$ cat src/rtl/rmm_pkg.sv
// shared types, register indexes, state codes and rounding helpers of the ring modulator mix
package rmm_pkg;

    localparam int NUM_CHANNELS_DEF = 2;

    // configuration port
    localparam int CFG_IDX_W  = 3;
    localparam int CFG_DATA_W = 32;

    localparam logic [CFG_IDX_W-1:0] REG_PHASE_STEP    = 3'd0;
    localparam logic [CFG_IDX_W-1:0] REG_ROT_COS       = 3'd1;
    localparam logic [CFG_IDX_W-1:0] REG_ROT_SIN       = 3'd2;
    localparam logic [CFG_IDX_W-1:0] REG_CARRIER_SHAPE = 3'd3;
    localparam logic [CFG_IDX_W-1:0] REG_WET_MIX       = 3'd4;
    localparam logic [CFG_IDX_W-1:0] REG_WET_GAIN      = 3'd5;
    localparam logic [CFG_IDX_W-1:0] REG_BYPASS_ENABLE = 3'd6;

    // carrier shapes, any other code selects the sine
    localparam logic [1:0] SHAPE_TRIANGLE = 2'd1;
    localparam logic [1:0] SHAPE_SQUARE   = 2'd2;

    // input kinds
    localparam logic KIND_AUDIO   = 1'b0;
    localparam logic KIND_RESTART = 1'b1;

    localparam logic signed [31:0] Q30_ONE   = 32'sh4000_0000;
    localparam logic signed [32:0] CARR_POS  = 33'sh0_4000_0000;
    localparam logic signed [32:0] CARR_NEG  = 33'sh1_C000_0000;
    localparam logic        [16:0] UNITY_Q16 = 17'd65536;

    // per-channel state word: phase, phasor real, phasor imaginary
    localparam int STATE_W = 96;
    localparam logic [STATE_W-1:0] STATE_RESET = {32'd0, Q30_ONE, 32'd0};

    typedef struct packed {
        logic               kind;
        logic               channel;
        logic signed [23:0] sample_in;
    } in_item_t;

    typedef struct packed {
        logic               channel_out;
        logic signed [23:0] sample_out;
    } out_item_t;

    typedef enum logic [3:0] {
        ST_IDLE,
        ST_READ,
        ST_ROT_RC,
        ST_ROT_IS,
        ST_ROT_IC,
        ST_ROT_RS,
        ST_ROT_SUM,
        ST_ROT_IMAG,
        ST_WET,
        ST_DRY,
        ST_MIXW,
        ST_GAIN_LO,
        ST_GAIN_HI,
        ST_ACC,
        ST_FINISH,
        ST_OUT
    } rmm_state_t;

    // round half up then floor shift by 30
    function automatic logic signed [33:0] rnd30(input logic signed [63:0] x);
        logic signed [63:0] t;
        t = x + 64'sd536870912;
        return t[63:30];
    endfunction

    function automatic logic signed [31:0] sat32(input logic signed [33:0] v);
        logic signed [31:0] r;
        if (v[33:31] == 3'b000 || v[33:31] == 3'b111) begin
            r = v[31:0];
        end else if (v[33]) begin
            r = 32'sh8000_0000;
        end else begin
            r = 32'sh7FFF_FFFF;
        end
        return r;
    endfunction

    function automatic logic signed [23:0] sat24(input logic signed [33:0] v);
        logic signed [23:0] r;
        if (v[33:23] == 11'h000 || v[33:23] == 11'h7FF) begin
            r = v[23:0];
        end else if (v[33]) begin
            r = 24'sh80_0000;
        end else begin
            r = 24'sh7F_FFFF;
        end
        return r;
    endfunction

endpackage

$ cat src/rtl/rmm_ram.sv
// generic single-write, single-read ram with registered read data
module rmm_ram #(
    parameter int WIDTH = 32,
    parameter int DEPTH = 2
) (
    input  logic                                   aclk,
    input  logic                                   wr_en,
    input  logic [((DEPTH > 1) ? $clog2(DEPTH) : 1)-1:0] wr_addr,
    input  logic [WIDTH-1:0]                       wr_data,
    input  logic [((DEPTH > 1) ? $clog2(DEPTH) : 1)-1:0] rd_addr,
    output logic [WIDTH-1:0]                       rd_data
);

    logic [WIDTH-1:0] mem [DEPTH];
    logic [WIDTH-1:0] rd_data_reg;

    always_ff @(posedge aclk) begin
        if (wr_en) begin
            mem[wr_addr] <= wr_data;
        end
        rd_data_reg <= mem[rd_addr];
    end

    assign rd_data = rd_data_reg;

endmodule

$ cat src/rtl/ring_modulator_mix.sv
// top level of the ring modulator mix: sequencer, shared multiplier and carrier state ram
//
//  channel | ports                              | carries
//  --------+------------------------------------+-----------------------------------
//  input   | s_valid, s_ready, s_item           | kind, channel, sample_in
//  result  | m_valid, m_ready, m_item           | channel_out, sample_out
//  config  | cfg_wr_en, cfg_idx, cfg_wdata      | seven registers, write only
//
// an active audio item runs through every sequencer state before the next accept: one 33x33
// multiplier is shared by the nine products of the rotation and the mix, one per cycle
// a bypassed or absent-channel item goes straight to the output state, a restart item is consumed in idle, no result
// restart and reset clear per-channel valid bits at once, so no clearing pass is needed
// a result waits in the output register; the next item is taken while it waits,
// only a second result stalls the sequencer until the first one is taken
module ring_modulator_mix #(
    parameter int NUM_CHANNELS = rmm_pkg::NUM_CHANNELS_DEF
) (
    input  logic                                 aclk,
    input  logic                                 aresetn,
    // input items
    input  logic                                 s_valid,
    output logic                                 s_ready,
    input  rmm_pkg::in_item_t                    s_item,
    // result items
    output logic                                 m_valid,
    input  logic                                 m_ready,
    output rmm_pkg::out_item_t                   m_item,
    // configuration writes
    input  logic                                 cfg_wr_en,
    input  logic [rmm_pkg::CFG_IDX_W-1:0]        cfg_idx,
    input  logic [rmm_pkg::CFG_DATA_W-1:0]       cfg_wdata
);

    import rmm_pkg::*;

    localparam int AW = (NUM_CHANNELS > 1) ? $clog2(NUM_CHANNELS) : 1;

    // configuration registers
    logic        [30:0] phase_step_reg;
    logic signed [31:0] rot_cos_reg;
    logic signed [31:0] rot_sin_reg;
    logic        [1:0]  shape_reg;
    logic        [16:0] wet_mix_reg;
    logic        [16:0] wet_gain_reg;
    logic               bypass_reg;

    // sequencer
    rmm_state_t state_reg, state_next;

    // per-channel valid bits, clear means the channel reads its reset state
    logic [NUM_CHANNELS-1:0] chan_valid_reg;

    // captured item
    in_item_t    item_reg;
    logic [AW-1:0] addr_reg;

    // datapath
    logic        [31:0] ph_reg;
    logic signed [31:0] re_reg;
    logic signed [31:0] im_reg;
    logic signed [31:0] nre_reg;
    logic signed [31:0] nim_reg;
    logic signed [63:0] prod_reg;
    logic signed [63:0] acc_reg;
    logic signed [25:0] wet_reg;
    logic signed [21:0] wm_hi_reg;
    logic signed [23:0] res_reg;

    // output register
    logic      m_valid_reg;
    out_item_t m_item_reg;

    logic                 s_accept;
    logic                 chan_present;
    logic [AW-1:0]        s_addr;
    logic [STATE_W-1:0]   ram_rdata;
    logic [STATE_W-1:0]   state_word;
    logic                 ram_we;
    logic [16:0]          mix_eff;
    logic [16:0]          gain_eff;
    logic [16:0]          dry_w;
    logic [32:0]          tri_abs;
    logic signed [32:0]   carrier;
    logic signed [32:0]   mul_a;
    logic signed [32:0]   mul_b;
    logic signed [65:0]   mul_p;
    logic                 out_load;

    assign s_ready  = (state_reg == ST_IDLE);
    assign s_accept = s_valid && s_ready;
    assign s_addr   = AW'(s_item.channel);
    assign chan_present = (32'(s_item.channel) < NUM_CHANNELS);

    // ---------------------------------------------------------------- config
    always_ff @(posedge aclk) begin
        if (!aresetn) begin
            phase_step_reg <= '0;
            rot_cos_reg    <= Q30_ONE;
            rot_sin_reg    <= '0;
            shape_reg      <= '0;
            wet_mix_reg    <= UNITY_Q16;
            wet_gain_reg   <= 17'd16384;
            bypass_reg     <= 1'b0;
        end else if (cfg_wr_en) begin
            case (cfg_idx)
                REG_PHASE_STEP:    phase_step_reg <= cfg_wdata[30:0];
                REG_ROT_COS:       rot_cos_reg    <= cfg_wdata;
                REG_ROT_SIN:       rot_sin_reg    <= cfg_wdata;
                REG_CARRIER_SHAPE: shape_reg      <= cfg_wdata[1:0];
                REG_WET_MIX:       wet_mix_reg    <= cfg_wdata[16:0];
                REG_WET_GAIN:      wet_gain_reg   <= cfg_wdata[16:0];
                REG_BYPASS_ENABLE: bypass_reg     <= cfg_wdata[0];
                default: ;
            endcase
        end
    end

    // mix and gain above unity clamp to unity
    assign mix_eff  = (wet_mix_reg  > UNITY_Q16) ? UNITY_Q16 : wet_mix_reg;
    assign gain_eff = (wet_gain_reg > UNITY_Q16) ? UNITY_Q16 : wet_gain_reg;
    assign dry_w    = UNITY_Q16 - mix_eff;

    // ---------------------------------------------------------------- state ram
    assign ram_we = (state_reg == ST_WET);

    rmm_ram #(
        .WIDTH (STATE_W),
        .DEPTH (NUM_CHANNELS)
    ) u_state_ram (
        .aclk    (aclk),
        .wr_en   (ram_we),
        .wr_addr (addr_reg),
        .wr_data ({ph_reg, nre_reg, nim_reg}),
        .rd_addr (s_addr),
        .rd_data (ram_rdata)
    );

    // a never-written or restarted channel reads as phase zero, phasor one
    assign state_word = chan_valid_reg[addr_reg] ? ram_rdata : STATE_RESET;

    always_ff @(posedge aclk) begin
        if (!aresetn) begin
            chan_valid_reg <= '0;
        end else if (s_accept && s_item.kind == KIND_RESTART) begin
            chan_valid_reg <= '0;
        end else if (ram_we) begin
            chan_valid_reg[addr_reg] <= 1'b1;
        end
    end

    // ---------------------------------------------------------------- sequencer
    always_ff @(posedge aclk) begin
        if (!aresetn) begin
            state_reg <= ST_IDLE;
        end else begin
            state_reg <= state_next;
        end
    end

    always_comb begin
        state_next = state_reg;
        out_load   = 1'b0;
        case (state_reg)
            ST_IDLE: begin
                if (s_accept && s_item.kind == KIND_AUDIO) begin
                    // bypass and absent channels skip the math, state untouched
                    if (bypass_reg || !chan_present) begin
                        state_next = ST_OUT;
                    end else begin
                        state_next = ST_READ;
                    end
                end
            end
            ST_READ:     state_next = ST_ROT_RC;
            ST_ROT_RC:   state_next = ST_ROT_IS;
            ST_ROT_IS:   state_next = ST_ROT_IC;
            ST_ROT_IC:   state_next = ST_ROT_RS;
            ST_ROT_RS:   state_next = ST_ROT_SUM;
            ST_ROT_SUM:  state_next = ST_ROT_IMAG;
            ST_ROT_IMAG: state_next = ST_WET;
            ST_WET:      state_next = ST_DRY;
            ST_DRY:      state_next = ST_MIXW;
            ST_MIXW:     state_next = ST_GAIN_LO;
            ST_GAIN_LO:  state_next = ST_GAIN_HI;
            ST_GAIN_HI:  state_next = ST_ACC;
            ST_ACC:      state_next = ST_FINISH;
            ST_FINISH:   state_next = ST_OUT;
            ST_OUT: begin
                // wait for a free output register
                if (!m_valid_reg || m_ready) begin
                    out_load   = 1'b1;
                    state_next = ST_IDLE;
                end
            end
            default:     state_next = ST_IDLE;
        endcase
    end

    // ---------------------------------------------------------------- carrier
    // triangle: |phase - half cycle| - quarter amplitude
    assign tri_abs = ph_reg[31] ? {2'b00, ph_reg[30:0]}
                                : 33'h0_8000_0000 - {2'b00, ph_reg[30:0]};

    always_comb begin
        case (shape_reg)
            SHAPE_TRIANGLE: carrier = $signed(tri_abs) - CARR_POS;
            SHAPE_SQUARE:   carrier = ph_reg[31] ? CARR_NEG : CARR_POS;
            default:        carrier = {nim_reg[31], nim_reg};
        endcase
    end

    // ---------------------------------------------------------------- shared multiplier
    always_comb begin
        case (state_reg)
            ST_ROT_RC: begin
                mul_a = {re_reg[31], re_reg};
                mul_b = {rot_cos_reg[31], rot_cos_reg};
            end
            ST_ROT_IS: begin
                mul_a = {im_reg[31], im_reg};
                mul_b = {rot_sin_reg[31], rot_sin_reg};
            end
            ST_ROT_IC: begin
                mul_a = {im_reg[31], im_reg};
                mul_b = {rot_cos_reg[31], rot_cos_reg};
            end
            ST_ROT_RS: begin
                mul_a = {re_reg[31], re_reg};
                mul_b = {rot_sin_reg[31], rot_sin_reg};
            end
            ST_WET: begin
                mul_a = {{9{item_reg.sample_in[23]}}, item_reg.sample_in};
                mul_b = carrier;
            end
            ST_DRY: begin
                mul_a = {{9{item_reg.sample_in[23]}}, item_reg.sample_in};
                mul_b = {16'd0, dry_w};
            end
            ST_MIXW: begin
                mul_a = {{7{wet_reg[25]}}, wet_reg};
                mul_b = {16'd0, mix_eff};
            end
            ST_GAIN_LO: begin
                // low 22 bits of wet*mix, unsigned
                mul_a = {11'd0, prod_reg[21:0]};
                mul_b = {16'd0, gain_eff};
            end
            ST_GAIN_HI: begin
                mul_a = {{11{wm_hi_reg[21]}}, wm_hi_reg};
                mul_b = {16'd0, gain_eff};
            end
            default: begin
                mul_a = '0;
                mul_b = '0;
            end
        endcase
    end

    assign mul_p = mul_a * mul_b;

    // ---------------------------------------------------------------- datapath
    always_ff @(posedge aclk) begin
        if (s_accept) begin
            item_reg <= s_item;
            addr_reg <= s_addr;
            res_reg  <= s_item.sample_in;
        end
        prod_reg <= mul_p[63:0];
        case (state_reg)
            ST_READ: begin
                ph_reg <= state_word[95:64];
                re_reg <= state_word[63:32];
                im_reg <= state_word[31:0];
            end
            // re' = re*c - im*s, im' = im*c + re*s, accumulator wraps
            ST_ROT_IS: acc_reg <= prod_reg;
            ST_ROT_IC: acc_reg <= acc_reg - prod_reg;
            ST_ROT_RS: begin
                nre_reg <= sat32(rnd30(acc_reg));
                acc_reg <= prod_reg;
            end
            ST_ROT_SUM: begin
                acc_reg <= acc_reg + prod_reg;
                ph_reg  <= ph_reg + {1'b0, phase_step_reg};
            end
            ST_ROT_IMAG: nim_reg <= sat32(rnd30(acc_reg));
            ST_DRY:      wet_reg <= 26'(rnd30(prod_reg));
            // dry term: sample*(1-mix) in Q.30
            ST_MIXW:     acc_reg <= prod_reg <<< 14;
            ST_GAIN_LO:  wm_hi_reg <= prod_reg[43:22];
            ST_GAIN_HI:  acc_reg <= acc_reg + prod_reg;
            ST_ACC:      acc_reg <= acc_reg + (prod_reg <<< 22);
            ST_FINISH:   res_reg <= sat24(rnd30(acc_reg));
            default: ;
        endcase
    end

    // ---------------------------------------------------------------- output register
    always_ff @(posedge aclk) begin
        if (!aresetn) begin
            m_valid_reg <= 1'b0;
        end else if (out_load) begin
            m_valid_reg <= 1'b1;
        end else if (m_ready) begin
            m_valid_reg <= 1'b0;
        end
    end

    always_ff @(posedge aclk) begin
        if (out_load) begin
            m_item_reg.channel_out <= item_reg.channel;
            m_item_reg.sample_out  <= res_reg;
        end
    end

    assign m_valid = m_valid_reg;
    assign m_item  = m_item_reg;

    // ---------------------------------------------------------------- assertions
    // a restart item leaves every channel at its reset state
    a_restart_clears: assert property (@(posedge aclk) disable iff (!aresetn)
        (s_accept && s_item.kind == KIND_RESTART) |=> (chan_valid_reg == '0))
        else $error("restart did not clear channel valid bits");

    // the ram read is looked at only in the cycle right after an accept
    a_read_after_accept: assert property (@(posedge aclk) disable iff (!aresetn)
        (state_reg == ST_READ) |-> $past(s_accept))
        else $error("ram data used without a fresh read");

    // bypassed items carry the sample unchanged
    a_bypass_passthru: assert property (@(posedge aclk) disable iff (!aresetn)
        (s_accept && s_item.kind == KIND_AUDIO && bypass_reg)
        |=> (state_reg == ST_OUT && res_reg == item_reg.sample_in))
        else $error("bypass result differs from input sample");

    // a fresh result belongs to the captured item's channel
    a_out_channel: assert property (@(posedge aclk) disable iff (!aresetn)
        $rose(m_valid_reg) |-> (m_item_reg.channel_out == item_reg.channel))
        else $error("result channel mismatch");

endmodule
$ cat config.mk
export PLATFORM = sky130hd
export DESIGN_NAME = ring_modulator_mix
export DESIGN_NICKNAME = d
export VERILOG_FILES = /design/src/rtl/rmm_pkg.sv /design/src/rtl/rmm_ram.sv /design/src/rtl/ring_modulator_mix.sv
export SDC_FILE = /design/constraint.sdc
export NUM_CORES = 2
export LEC_CHECK = 0
export ABC_AREA = 0
export BUFFER_PORTS_ARGS = -buffer_cell sky130_fd_sc_hd__buf_4
export CORE_MARGIN = 1
export CORE_UTILIZATION = 56
export DETAILED_ROUTE_END_ITERATION = 8
export GPL_ROUTABILITY_DRIVEN = 0
export PLACE_DENSITY_LB_ADDON = 0.08
export SYNTH_ARGS = -nofsm -noshare
export SYNTH_HDL_FRONTEND = slang
export SYNTH_SLANG_ARGS = --single-unit
export TNS_END_PERCENT = 20
$ cat constraint.sdc
create_clock -name aclk -period 10.6 [get_ports aclk]
set_input_delay 2.65 -clock aclk [delete_from_list [all_inputs] [get_ports aclk]]
set_output_delay 2.65 -clock aclk [all_outputs]
set_load 0.1 [all_outputs]
==> results_dict.tcl <==
set metrics [dict create \
    grt_max_degree 74 \
    cp.required_ns 11.20 \
    final_cell_area_mm2 0.08418 \
    clk_latency_ns 0.68 \
    synthArstFlopShare_pct 0 \
    synth_most_common_cell "inv_1" \
    critPathLaunchType "flip-flop" \
    synth-simple-area-share_pct 12.68 \
    core-area_mm2 0.1360 \
    drt-wirelength-per-cell_um 25.80 \
    synth_top_family_by_area "adder cells" \
    fp.dieH_um 373.1 \
    drive_gt1_share_pct 9.060 \
    clk_pin_slew_worst_paths_ns 0.07 \
    final-setup-viol-count 0 \
    drt-initial-drc-count 7893 \
    grt_pass1_wl_um 378300 \
    critical_path.most_common_cell "fa_1" \
    synthFlopType "edfxtp_1" \
    n_fill_cell 11342 \
    grt_overflow_total 0 \
    cts_tree "done" \
    ys_seq_elements 837 \
    r2r_slack_ns 0.24 \
    cts_made_buffers 80 \
    h-tree-depth 3 \
    firstDrtPassIters 9 \
    seq_area_mm2 0.02214 \
    fp.dieArea_mm2 0.1392 \
    cellLeakagePower_nw 35.43 \
    clockBufferDepth 3 \
    power.net_switching_mw 4.521 \
    dp_hpwl_um 194800 \
    combPwrFrac_pct 39.7 \
    finalClockSkew_ns 0.04451 \
    crit_arrival_ns 10.96 \
    max_freq_mhz 96.53 \
    clockPowerShare_pct 25.9 \
    yosys.area.top_type_share_pct 28.77 \
    grt_pass1_vias 59124 \
    clockRootBuffer "clkbuf_16" \
    antenna_found_initial 8 \
    syn_nets 9369 \
    critPathMaxStageDelay_ns 0.57 \
    internal-power_mw 7.269 \
    synth.area.mux_share_pct 1.616 \
    cp-end-kind "flip-flop" \
    nets 9410 \
    drcViolationCount 0 \
    grt_usage_pct 36.41 \
    totalWireLength_um 251000 \
    powerDensity_mw_per_mm2 140.1 \
    core.rowCount 135 \
    p_seq_share_pct 34.4 \
    io_pins 93 \
    synthCells 7839 \
    synthAdderAreaFrac_pct 34.54 \
    multi_input_area_mm2 0.04958 \
    slew_violations 0 \
    syn_area_per_cell_um2 9.837 \
    swShare_pct 38.35 \
    ir_worst_vdd_uv 189.2 \
    synthXorXnorAreaFrac_pct 3.894 \
    vias 59152 \
    finalHoldViolations 0 \
    clock_sinks 837 \
    crit_path_max_fanout 26 \
    ys_types 94 \
    post-route-util_pct 61.91 \
    die_w_um 373.1 \
    tightest_slew_ns 1.255 \
    synth_edf_count 538 \
    syn_area_mm2 0.07711 \
    cap_violations 0 \
    hold_path_class "reg2reg" \
    period_minus_slack_ns 10.36 \
    syn2layout_area_growth_pct 9.166 \
    relSlewSlack_pct 15.85 \
    drtAntennaViolNets 0 \
    via_per_inst 6.080 \
    yosys-top-cells-count "1160 x inv_1, 1108 x fa_1, 1067 x nand2_1" \
    synth_compound_area_share_pct 10.86 \
    slowest_stage "fa_1" \
    dpl_cell_area_mm2 0.08106 \
    largest_reg_flops 192 \
    yosys.area.top_type "fa_1" \
    period_share_pct 97.73 \
    initial_utilization_pct 56.71 \
    synth_warnings 0 \
    crit_type "reg2reg" \
    synth_area_leaders "fa_1 29%, edfxtp_1 21%, dfxtp_1 7.8%" \
    holdBufCountCts 0 \
    seq_area_frac_synth_pct 28.71 \
    port_buffers 92 \
    status "finished clean" \
]
-- stage by stage --
step	hold slack (ns)	setup WS [ns]	setup TNS, ns	instances	total power [mW]
5_1_grt	0.4238	-0.05794	-0.05794	9728	12.26
3_5_place_dp	0.4072	-0.2948	-0.5142	9560	8.600
4_1_cts	0.4159	0.01812	0	9709	11.65
3_3_place_gp	0.4056	-0.2923	-0.5259	9559	8.528
2_1_floorplan	0.4003	0.8151	0	7839	7.183
6_report	0.4138	0.2406	0	9729	11.79
-- layout make-up --
type / count / share of cell area, %
Sequential cell: 837 / 26.30
Inverter: 1164 / 5.195
Timing Repair Buffer: 366 / 3.618
Tap cell: 1781 / 2.647
Clock buffer: 108 / 2.785
Clock inverter: 41 / 0.5574
Multi-Input combinational cell: 5431 / 58.89
Antenna cell: 1 / 0.002973
-- layout by cell type, fill, tap and decap left out, types with 37 or more instances in the layout --
cell | synthesis | final
a21o_1 | 103 | 103
a21oi_1 | 392 | 388
a222oi_1 | 46 | 46
a22o_1 | 37 | 37
a22oi_1 | 97 | 94
and2_1 | 46 | 44
buf_4 | 2 | 338
clkbuf_16 | 0 | 88
dfxtp_1 | 299 | 299
edfxtp_1 | 538 | 538
fa_1 | 1108 | 1108
ha_1 | 356 | 356
inv_1 | 1160 | 1160
mux2_2 | 99 | 99
nand2_1 | 1067 | 1065
nand2b_1 | 70 | 70
nand3_1 | 91 | 91
nand4_1 | 48 | 48
nor2_1 | 619 | 608
nor2b_1 | 97 | 95
nor3_1 | 53 | 42
o21ai_0 | 195 | 192
o21ai_1 | 57 | 48
xnor2_1 | 213 | 212
xor2_1 | 128 | 128
-- kinds of logic after synthesis --
group           after synthesis
compound gates             1273
xor+xnor                    342
flops                       837
fa+ha+maj                  1464
buf+inv                    1572
simple gates               2239
mux                         112
-- critical path: cells and delay by family (launching register included) --
family / cells / cell delay (ns)
adders and majority gates: 10 / 4.63
and+or+nand+nor: 6 / 1.52
xor gates and xnor gates: 2 / 0.51
buffers and inverters: 5 / 0.48
AOI/OAI and AO/OA: 11 / 2.54
DFF: 1 / 0.51
-- power groups by stage --
stage	combinational [mW]	clock [mW]	sequential, mW
2_1_floorplan	3.21	0	3.97
3_3_place_gp	4.43	0	4.10
3_5_place_dp	4.50	0	4.10
4_1_cts	4.53	3.08	4.04
5_1_grt	5.01	3.20	4.06
6_report	4.68	3.06	4.05
-- final timing paths --
kind,from,endpoint,cells past startpoint
worst max-delay path,ph_reg[23],prod_reg[58],34
worst min-delay path,res_reg[14],m_item[14],0
worst max register to register,ph_reg[23],prod_reg[58],34
worst min register to register,res_reg[14],m_item[14],0
-- metal layers --
metal | share of wire (%) | track usage [%] | vias up | wire length (um)
met4 | 3.6 | 11.66 | 8 | 8948
li1 | - | - | 25635 | -
met1 | 40 | 52.00 | 29611 | 101300
met5 | 0.020 | 0 | - | 49
met3 | 13 | 9.069 | 489 | 31510
met2 | 44 | 54.47 | 3409 | 109200
-- what timing repair did --
item	4_1_cts	5_1_grt
setup buffers	0	18
pin swaps	0	5
gates resized for setup	3	35
setup endpoints to repair	7	21
gates cloned	0	1
No activity file was read; power rests on OpenSTA's default activity.
